===== config.mk =====
export PLATFORM = sky130hd
export DESIGN_NAME = graph_reachability_engine_top
export DESIGN_NICKNAME = d
export VERILOG_FILES = /design/src/design/gre_pkg.sv /design/src/design/gre_ctrl.sv /design/src/design/gre_dpath.sv /design/src/design/graph_reachability_engine_top.sv
export SDC_FILE = /design/constraint.sdc
export NUM_CORES = 2
export LEC_CHECK = 0
export ABC_CLOCK_PERIOD_IN_PS = 5600
export BUFFER_PORTS_ARGS = -buffer_cell sky130_fd_sc_hd__buf_2
export CORE_UTILIZATION = 50
export CTS_CLUSTER_SIZE = 20
export DETAILED_ROUTE_END_ITERATION = 16
export PLACE_DENSITY = 0.65
export SETUP_SLACK_MARGIN = 0.4
export SLEW_MARGIN = 0
export SYNTH_ARGS = -nofsm -noshare
export SYNTH_HDL_FRONTEND = slang
export SYNTH_SLANG_ARGS = --single-unit

===== constraint.sdc =====
create_clock -name clk -period 5.6 [get_ports clk]
set_input_delay 0.28 -clock clk [delete_from_list [all_inputs] [get_ports clk]]
set_output_delay 0.28 -clock clk [all_outputs]
set_load 0.02 [all_outputs]

===== src/design/gre_pkg.sv =====
package gre_pkg;

  localparam logic REQ_ADD   = 1'b0;
  localparam logic REQ_QUERY = 1'b1;

  localparam int CITY_W = 5;
  localparam int IDX_EXT_W = 7;

  typedef enum logic [2:0] {
    ST_IDLE,
    ST_DECODE,
    ST_ADD_WR,
    ST_SEARCH,
    ST_DONE
  } state_t;

  typedef struct packed {
    logic capture;
    logic add_rd;
    logic add_wr;
    logic search_start;
    logic expand;
  } cmd_t;

  typedef struct packed {
    logic is_add;
    logic in_range;
    logic unknown;
    logic search_done;
  } sts_t;

endpackage


===== src/design/gre_ctrl.sv =====
module gre_ctrl import gre_pkg::*; (
  input  logic clk,
  input  logic rst,
  input  logic in_valid,
  output logic in_ready,
  input  logic out_free,
  output logic out_load,
  input  sts_t sts,
  output cmd_t cmd
);

  state_t state, state_next;

  always_ff @(posedge clk) begin
    if (rst) begin
      state <= ST_IDLE;
    end else begin
      state <= state_next;
    end
  end

  always_comb begin
    state_next = state;
    cmd = '0;
    in_ready = 1'b0;
    out_load = 1'b0;
    unique case (state)
      ST_IDLE: begin
        in_ready = 1'b1;
        if (in_valid) begin
          cmd.capture = 1'b1;
          state_next = ST_DECODE;
        end
      end
      ST_DECODE: begin
        if (sts.is_add) begin
          if (sts.in_range) begin
            cmd.add_rd = 1'b1;
            state_next = ST_ADD_WR;
          end else begin
            state_next = ST_DONE;
          end
        end else if (sts.unknown) begin
          state_next = ST_DONE;
        end else begin
          cmd.search_start = 1'b1;
          state_next = ST_SEARCH;
        end
      end
      ST_ADD_WR: begin
        cmd.add_wr = 1'b1;
        state_next = ST_DONE;
      end
      ST_SEARCH: begin
        if (sts.search_done) begin
          state_next = ST_DONE;
        end else begin
          cmd.expand = 1'b1;
        end
      end
      ST_DONE: begin
        if (out_free) begin
          out_load = 1'b1;
          state_next = ST_IDLE;
        end
      end
      default: begin
        state_next = ST_IDLE;
      end
    endcase
  end

endmodule


===== src/design/gre_dpath.sv =====
module gre_dpath import gre_pkg::*; #(
  parameter int MAX_CITIES = 32
) (
  input  logic              clk,
  input  logic              rst,
  input  cmd_t              cmd,
  input  logic              req_type,
  input  logic [CITY_W-1:0] origin_city,
  input  logic [CITY_W-1:0] dest_city,
  output sts_t              sts,
  output logic              route_found,
  output logic              city_unknown
);

  localparam int CW = $clog2(MAX_CITIES);

  logic                  req_add;
  logic [CITY_W-1:0]     org_q;
  logic [CITY_W-1:0]     dst_q;
  logic [IDX_EXT_W-1:0]  org_ext;
  logic [IDX_EXT_W-1:0]  dst_ext;
  logic [CW-1:0]         org_idx;
  logic [CW-1:0]         dst_idx;
  logic                  in_range;
  logic                  unknown;

  logic [MAX_CITIES-1:0] mem [MAX_CITIES];
  logic [MAX_CITIES-1:0] row_valid;
  logic [MAX_CITIES-1:0] rd_data;
  logic                  rd_vld;
  logic [MAX_CITIES-1:0] row_eff;
  logic [MAX_CITIES-1:0] wr_row;
  logic                  rd_en;
  logic [CW-1:0]         rd_addr;

  logic [MAX_CITIES-1:0] known;
  logic [MAX_CITIES-1:0] reached;
  logic [MAX_CITIES-1:0] expanded;
  logic [MAX_CITIES-1:0] pending;
  logic                  inflight;
  logic [CW-1:0]         pick;

  always_ff @(posedge clk) begin
    if (cmd.capture) begin
      req_add <= (req_type == REQ_ADD);
      org_q <= origin_city;
      dst_q <= dest_city;
    end
  end

  assign org_ext = {{(IDX_EXT_W-CITY_W){1'b0}}, org_q};
  assign dst_ext = {{(IDX_EXT_W-CITY_W){1'b0}}, dst_q};
  assign org_idx = org_ext[CW-1:0];
  assign dst_idx = dst_ext[CW-1:0];
  assign in_range = (org_ext < IDX_EXT_W'(MAX_CITIES)) && (dst_ext < IDX_EXT_W'(MAX_CITIES));
  assign unknown = !in_range || !known[org_idx] || !known[dst_idx];

  assign pending = reached & ~expanded;

  always_comb begin
    pick = '0;
    for (int i = MAX_CITIES - 1; i >= 0; i--) begin
      if (pending[i]) begin
        pick = CW'(i);
      end
    end
  end

  // one row read per cycle
  always_comb begin
    rd_en = 1'b0;
    rd_addr = org_idx;
    if (cmd.add_rd || cmd.search_start) begin
      rd_en = 1'b1;
    end else if (cmd.expand && (pending != '0)) begin
      rd_en = 1'b1;
      rd_addr = pick;
    end
  end

  assign row_eff = rd_vld ? rd_data : '0;
  assign wr_row = row_eff | (MAX_CITIES'(1) << dst_idx);

  always_ff @(posedge clk) begin
    if (cmd.add_wr) begin
      mem[org_idx] <= wr_row;
    end
    if (rd_en) begin
      rd_data <= mem[rd_addr];
    end
  end

  always_ff @(posedge clk) begin
    if (rst) begin
      row_valid <= '0;
      known <= '0;
      rd_vld <= 1'b0;
      reached <= '0;
      expanded <= '0;
      inflight <= 1'b0;
    end else begin
      if (rd_en) begin
        rd_vld <= row_valid[rd_addr];
      end
      if (cmd.add_wr) begin
        row_valid[org_idx] <= 1'b1;
        known <= known | (MAX_CITIES'(1) << org_idx) | (MAX_CITIES'(1) << dst_idx);
      end
      if (cmd.search_start) begin
        reached <= '0;
        expanded <= '0;
        inflight <= 1'b1;
      end else if (cmd.expand) begin
        if (inflight) begin
          reached <= reached | row_eff;
        end
        if (pending != '0) begin
          expanded[pick] <= 1'b1;
          inflight <= 1'b1;
        end else begin
          inflight <= 1'b0;
        end
      end
    end
  end

  assign sts.is_add = req_add;
  assign sts.in_range = in_range;
  assign sts.unknown = unknown;
  assign sts.search_done = (pending == '0) && !inflight;

  assign route_found = !req_add && !unknown && reached[dst_idx];
  assign city_unknown = !req_add && unknown;

endmodule


===== src/design/graph_reachability_engine_top.sv =====
// Directed graph of up to MAX_CITIES cities with a reachability query. An add word
// (tuser 0) sets the edge origin->dest and marks both cities known; a query word
// (tuser 1) answers whether dest can be reached from origin over one or more edges,
// or flags an unknown city. The adjacency matrix sits in a single-port memory read
// one row per cycle, so one word is handled at a time. An accepted add passes DECODE,
// ADD_WR and DONE; an out-of-range add or a query that names an unknown city goes
// from DECODE straight to DONE; any other query runs SEARCH, where each city reached
// from origin costs one row read and the search waits whenever it needs a row to
// find the next city. m_tvalid rises when DONE loads the output register. A result
// still held in the output register delays the next one until it is taken. Results
// sit in an output register, so a new word is taken while the last result waits.
// No clearing pass is needed after reset.
module graph_reachability_engine_top import gre_pkg::*; #(
  parameter int MAX_CITIES = 32
) (
  input  logic        clk,
  input  logic        rst,
  input  logic        s_tvalid,
  output logic        s_tready,
  input  logic [15:0] s_tdata,  // origin_city, dest_city
  input  logic [0:0]  s_tuser,  // req_type
  output logic        m_tvalid,
  input  logic        m_tready,
  output logic [7:0]  m_tdata   // route_found, city_unknown
);

  cmd_t cmd;
  sts_t sts;
  logic out_free;
  logic out_load;
  logic res_route;
  logic res_unknown;
  logic out_route;
  logic out_unknown;

  gre_ctrl u_ctrl (
    .clk      (clk),
    .rst      (rst),
    .in_valid (s_tvalid),
    .in_ready (s_tready),
    .out_free (out_free),
    .out_load (out_load),
    .sts      (sts),
    .cmd      (cmd)
  );

  gre_dpath #(
    .MAX_CITIES (MAX_CITIES)
  ) u_dpath (
    .clk          (clk),
    .rst          (rst),
    .cmd          (cmd),
    .req_type     (s_tuser[0]),
    .origin_city  (s_tdata[4:0]),
    .dest_city    (s_tdata[9:5]),
    .sts          (sts),
    .route_found  (res_route),
    .city_unknown (res_unknown)
  );

  assign out_free = !m_tvalid || m_tready;

  always_ff @(posedge clk) begin
    if (rst) begin
      m_tvalid <= 1'b0;
    end else if (out_load) begin
      m_tvalid <= 1'b1;
    end else if (m_tready) begin
      m_tvalid <= 1'b0;
    end
  end

  always_ff @(posedge clk) begin
    if (out_load) begin
      out_route <= res_route;
      out_unknown <= res_unknown;
    end
  end

  assign m_tdata = {6'b000000, out_unknown, out_route};

  a_one_at_a_time: assert property (@(posedge clk) disable iff (rst)
    s_tvalid && s_tready |=> !s_tready)
    else $error("second word accepted while one is in work");

  a_result_exclusive: assert property (@(posedge clk) disable iff (rst)
    m_tvalid |-> !(m_tdata[0] && m_tdata[1]))
    else $error("route found for an unknown city");

  a_no_result_after_accept: assert property (@(posedge clk) disable iff (rst)
    s_tvalid && s_tready && !m_tvalid |=> !m_tvalid)
    else $error("result appeared one cycle after accept");

endmodule

# Word level (Yosys, flattened, before mapping)
# Memories as Yosys holds them, arrays and structs flattened. A register that Yosys moved wholly into a read port is not among the register bits.
# Cells that the tools add are included.
# op_classes
magnitude_cmp,8
n_eq_ne,7
shifts,2
mux,77
n_bitwise,9
n_reduce_logical,28
# op_table
operator,count
OR 32 bit,6
2-to-1 mux 5 bit,34
"<< shifter 1 x 5 -> 32 bit, first input constant",2
"< comparator 5 x 6 -> 1 bit, second input constant",6
AND 32 bit,1
logical NOT 32 bit,1
2-to-1 mux 32 bit,1
inverter 32 bit,1
nonzero test 32 bit,1
2-to-1 mux 1 bit,29
binary-select mux 1 bit (select 5 bit),4
2-to-1 mux 3 bit,6
case mux 3 bit (5 select lines),1
demux 1 bit (select 5 bit),2
"greater-or-equal comparator 5 x 1 -> 1 bit, second input constant",2
logical AND 1 bit,8
logical NOT 1 bit,7
"equality test 3 x 2 -> 1 bit, second input constant",2
"!= test 2 bit, second input constant",3
logical OR 1 bit,4
AND reduction 2 bit,2
nonzero test 2 bit,2
"equality test 3 x 1 -> 1 bit, second input constant",1
"equality test 3 bit, second input constant",1
other kinds (4),4
# totals
register_bits,147
ram_bits,1024
out_inout_bits,10
word_cells,145
n_memories,1
# mem_list
memory,words,width,rd,rd_ports_with_merged_regs,wr,line,text
u_dpath.mem,32,32,1,1,1,gre_dpath.sv:27,logic [MAX_CITIES-1:0] mem [MAX_CITIES];

# Logic depth before layout (Yosys ltp)
# depth
ltp_word,39
ltp_mapped,15

# Hierarchy
# A second synthesis with hierarchy kept.
# unflattened
cells_unflattened,3605
area_unflattened_um2,48221.2
# modules_own_cells
mod,instances,cells_per_inst,area_each_um2,seq_area_each_um2
gre_dpath,1,3557,47793.3,34643.2
gre_ctrl,1,33,257.7,60.1
graph_reachability_engine_top,1,15,170.2,80.1

# Worst setup path after synthesis
# OpenSTA, ideal clock, no wires.
# synth_path
kind,flip-flop to flip-flop
startpoint,reg u_dpath.org_q[0] (netlist: u_dpath.org_idx[0])
endpoint,reg u_dpath.rd_vld
setup_time_ns,0.117
t_arrival_ns,5.085
required_time_ns,5.483
path_slack_ns,0.398
stages_incl_launch_ff,12
synth_period_minus_slack_ns,5.202
cell_sequence,edfxtp_1 > clkbuf_1 > clkbuf_1 > mux4_2 > mux4_2 > mux2i_1 > o21bai_1 > nor2_1 > a211oi_1 > nand2_1 > or4_1 > o211a_1
# synth_rtl
item,line,text
from (decl),gre_dpath.sv:18,logic [CITY_W-1:0] org_q;
from (signal assigned),gre_dpath.sv:46,org_q <= origin_city;
binary-select mux 1 bit (select 5 bit) / < comparator 5 x 6 -> 1 bit (equally long branches),"gre_dpath.sv:56, gre_dpath.sv:55",
2-to-1 mux 1 bit (implied by the code) / logical AND 1 bit (equally long branches),"gre_dpath.sv:56, gre_dpath.sv:55",
logical NOT 1 bit,gre_dpath.sv:56,assign unknown = !in_range || !known[org_idx] || !known[dst_idx];
logical OR 1 bit (2 in series),gre_dpath.sv:56,
2-to-1 mux 1 bit,gre_ctrl.sv:43,end else if (sts.unknown) begin
2-to-1 mux 1 bit,gre_ctrl.sv:36,if (sts.is_add) begin
2-to-1 mux 1 bit,gre_ctrl.sv:27,unique case (state)
logical OR 1 bit (*),gre_dpath.sv:73,if (cmd.add_rd || cmd.search_start) begin
2-to-1 mux 1 bit (*),gre_dpath.sv:73,
named net u_dpath.rd_en,gre_dpath.sv:33,logic rd_en;
to (signal assigned),gre_dpath.sv:103,rd_vld <= row_valid[rd_addr];
to (decl),gre_dpath.sv:30,logic rd_vld;
# The timed path passes the listed nets; every way through them passes the cells marked *. The select of a mux whose other input is x is not followed.
# A chain may end at the register's enable or synchronous reset.

# Worst setup path after layout
# layout_path
startpoint,reg u_dpath.reached[13]
endpoint,"reg u_dpath.rd_data[21], read port of u_dpath.mem, data pin"
# layout_via
elab_chain_cells,17
# layout_lines
item,line,text
from (decl),gre_dpath.sv:37,logic [MAX_CITIES-1:0] reached;
from (signal assigned),gre_dpath.sv:115,reached <= reached | row_eff;
AND 32 bit (*),gre_dpath.sv:58,assign pending = reached & ~expanded;
2-to-1 mux 5 bit (14 in series),gre_dpath.sv:63,if (pending[i]) begin
2-to-1 mux 5 bit,gre_dpath.sv:75,end else if (cmd.expand && (pending != '0)) begin
2-to-1 mux 5 bit,gre_dpath.sv:73,
to (decl),gre_dpath.sv:29,logic [MAX_CITIES-1:0] rd_data;
# Mark *: on every way between the ends. The rest lies on a longest branch, timed or not.

==> metrics.md <==
| Metric | Value |
|---|---|
| Vias per cell | 6.44 |
| Largest voltage drop on the vdd net | approximately 0.25 mV |
| Hpwl dp | around 75,000 um |
| Most Crowded Layer GR | met2 |
| Synth async-reset ratio | 0 |
| Maximum fanout encountered on the critical timing path | 50 |
| Unrepaired setup endpoints after global routing | false |
| Placement row count | approximately 110 |
| Total via count in the routed design | ~32,000 |
| CTS H-Tree Depth | 3 |
| Post-synth EDFFs | approximately 1,100 |
| Leakage power of the design | around 19 nW |
| Post-layout total power | between 15 and 20 mW |
| Root buffer selected by CTS | clkbuf_16 |
| Count of input and output buffers | 18 |
| Top achievable clock speed | about 210 MHz |
| Number of warning messages in the yosys log | 0 |
| Avg Synthesized Cell Area | roughly 13 um2 |
| Synth cell count leaders | 1,069 x edfxtp_1, 586 x nand2_1, 307 x a211oi_1 |
| Worst hold path type | input pin to flop |
| Number of iterations in the first detailed-routing pass | 6 |
| Power per cell area | roughly 340 mW/mm2 |
| Number of clock sinks seen by CTS | between 1,000 and 1,500 |
| Vertical die dimension | between 300 and 400 um |
| Worst clock skew | just under 30 ps |
| GRT met1 Usage | 0.401 |
| Final setup violation count | 0 |
| Total non-filler cell area in the finished layout | between 0.05 and 0.06 mm2 |
| Total CTS buffers | around 120 |
| Slowest cell on the critical path | a31oi_4 |
| Clock slew at the register clock pins of the worst setup and hold paths | about 60 ps |
| Mapped Cells | roughly 3,600 |
| Area leader, netlist | edfxtp_1 |
| GRT Resource Usage Total | 0.282 |
| Total I/O pin count | 31 |
| Routed WL per cell | around 28 um |
| Fin crit share | 0.852 |
| Residual DRC count | 0 |
| Via count of the first global-routing pass | about 30,000 |
| Synthesized cell area | 0.0482 mm2 |
| Final number of max-transition violations | 0 |
| Area overhead of the layout relative to synthesis | 12.6% |
| Violation count after the first detailed-routing iteration | between 4,000 and 5,000 |
| Worst setup path class | flop to flop |
| Data arrival time of the critical path | ~5300 ps |
| Outcome | completed |
| Core area | around 0.095 mm2 |
| Final net count | roughly 3,600 |
| Die Outline Area | 0.0976 mm2 |
| Final Hold Viols | 0 |
| Final sum of negative setup slack | 0 ps |
| Buffer levels on the longest clock path | 3 |
| Ranking of synthesized cells by area | edfxtp_1 67%, dfxtp_1 5.6%, a211oi_1 4.8%, nand2_1 4.6%, a31oi_1 3.8% |
| Global-route wire length before repair | about 200,000 um |
| Sequential-to-total area share from yosys stat | 0.722 |
| Met3 Resource Use GR | 0.0520 |
| Antenna violations before repair | 4 |
| Number of storage elements in the synthesis netlist | ~1,200 |
| Most common flop cell mapped by yosys | edfxtp_1 |
| Delay of the slowest cell on the worst path | 880 ps |
| Routability congestion estimate from global placement | between 0.9 and 1 |
| Synth unique cells | 52 |
| Post-DP Area | about 0.05 mm2 |
| Detailed Route WL | ~140,000 um |
| Share of the synthesized area in the top cell type | 0.667 |
| Cell Chain, Critical Path | nor2b_4 > or4_4 > nor4b_4 > a21oi_2 > mux2i_1 > a31oi_4 > buf_4 > a211oi_1 > a31oi_1 > o22ai_1 > nor4_1 |
| Transition at the pin with the smallest max-transition slack | around 1300 ps |
| Effective utilization at floorplan | 0.506 |
| Cell Count, Final, Fillers Out | 4,974 |
| MaxCap Viol Count | 0 |
| Met2 usage in global routing | 0.434 |
| Slew margin rel. | 0.118 |
| Sum of overflow across all layers after global routing | 0 |
| Time the final worst path needs with I/O delays and setup | around 4800 ps |
| Final standard cell utilization of the core | 0.570 |
| Category of the worst setup path launch point | flop |
| Layout cell share with drive strength beyond 1 | 0.118 |
| Antenna cells | 0 |
| Die Span X | between 300 and 400 um |
| DP Cell Count | roughly 4,700 |
| TritonCTS clock tree | yes |
| Worst setup EP type | flop |
| Maximum number of pins on one net before global-route repair | ~140 |
| Postcts setup bufs | 0 |
| Detail Route Antenna Nets | 0 |
| Most instantiated library cell after synthesis | edfxtp_1 |
| Latest clock arrival within the worst-skew pair | about 730 ps |
| WP data required | slightly above 6000 ps |
-- state kept, by name, indices dropped and copies added, names as in the netlist, 3 cells and up --
| name | count |
|---|---|
| u_dpath.row_valid | 32 |
| u_dpath.dst_idx | 5 |
| u_dpath.rd_data | 32 |
| u_dpath.known | 32 |
| u_ctrl.state | 3 |
| u_dpath.reached | 32 |
| u_dpath.expanded | 32 |
| u_dpath.mem | 1024 |
| u_dpath.org_idx | 5 |
-- critical path: cells and delay by family, from the launching register on --
kind | cells | cell delay (ps)
AOI/OAI and AO/OA | 5 | 1640
buffers and inverters | 1 | 640
DFF | 1 | 340
muxes | 1 | 230
and+or+nand+nor | 4 | 1620
-- path summary, 6_finish.rpt --
kind,slack (ps),depth (start not counted),endpoint,start
hold reg to reg,440,2,u_dpath.expanded[2],u_dpath.expanded[2]
setup reg to reg,830,11,u_dpath.rd_data[21],u_dpath.reached[13]
setup / recovery,830,11,u_dpath.rd_data[21],u_dpath.reached[13]
hold / removal,220,3,u_ctrl.state[0],rst
-- final cells by class --
type | instances | area (um2)
Timing Repair Buffer | 167 | 1580
Fill cell | 7287 | 40900
Tap cell | 1265 | 1580
Clock buffer | 150 | 3120
Inverter | 3 | 11.3
Sequential cell | 1203 | 34800
Multi-Input combinational cell | 2116 | 12500
Clock inverter | 70 | 607
-- kinds of logic (layout without fill, tap and decap cells) --
| family | count (synthesis) | after routing | share of synthesized area |
|---|---|---|---|
| other | 1 | 6 | 0.0000779 |
| multiplexers | 39 | 39 | 0.0162 |
| buffers and inverters | 298 | 390 | 0.0266 |
| AND/OR/NAND/NOR | 1235 | 1235 | 0.119 |
| AO/OA/AOI/OAI | 836 | 836 | 0.116 |
| flip-flops | 1203 | 1203 | 0.722 |
-- power by group --
part | switching [mW] | total, mW | internal (mW)
combinational | 0.743 | 1.06 | 0.317
clock | 3.39 | 7.70 | 4.31
sequential | 0.0429 | 9.83 | 9.79
total | 4.17 | 18.6 | 14.4
-- stage by stage --
stage          setup slack (ps)  hold slack (ps)
2_1_floorplan              1540              379
3_3_place_gp                965              431
3_5_place_dp                957              435
4_1_cts                     925              196
5_1_grt                     615              240
6_report                    828              216
-- repair_timing --
action                                 in CTS  in global routing
hold buffers                               13                  0
endpoints found under the hold margin      17                  0
gates resized for setup                     0                  0
-- cell usage in the layout, fill, tap and decap left out, drive strengths merged, types with 6 or more instances in the layout --
master	n
and2	9
nand4	8
or3	8
a211oi	307
mux2i	6
bufinv	8
nand3	12
edfxtp	1069
clkbuf	150
clkinv	51
a21oi	43
buf	154
dfxtp	134
nand3b	6
o22ai	131
nand2b	38
nand2	587
dlygate4sd3	13
nor2	226
nor2b	20
conb	6
nor4	39
and3	262
inv	9
a31oi	294
o21ai	39
mux4	31
-- routing by layer --
layer	vias to the layer above	routed length (um)
met5	-	0
met4	0	5210
met3	310	14400
met2	1740	62800
met1	16000	56500
li1	13900	-
No activity file was read; power rests on OpenSTA's default activity.
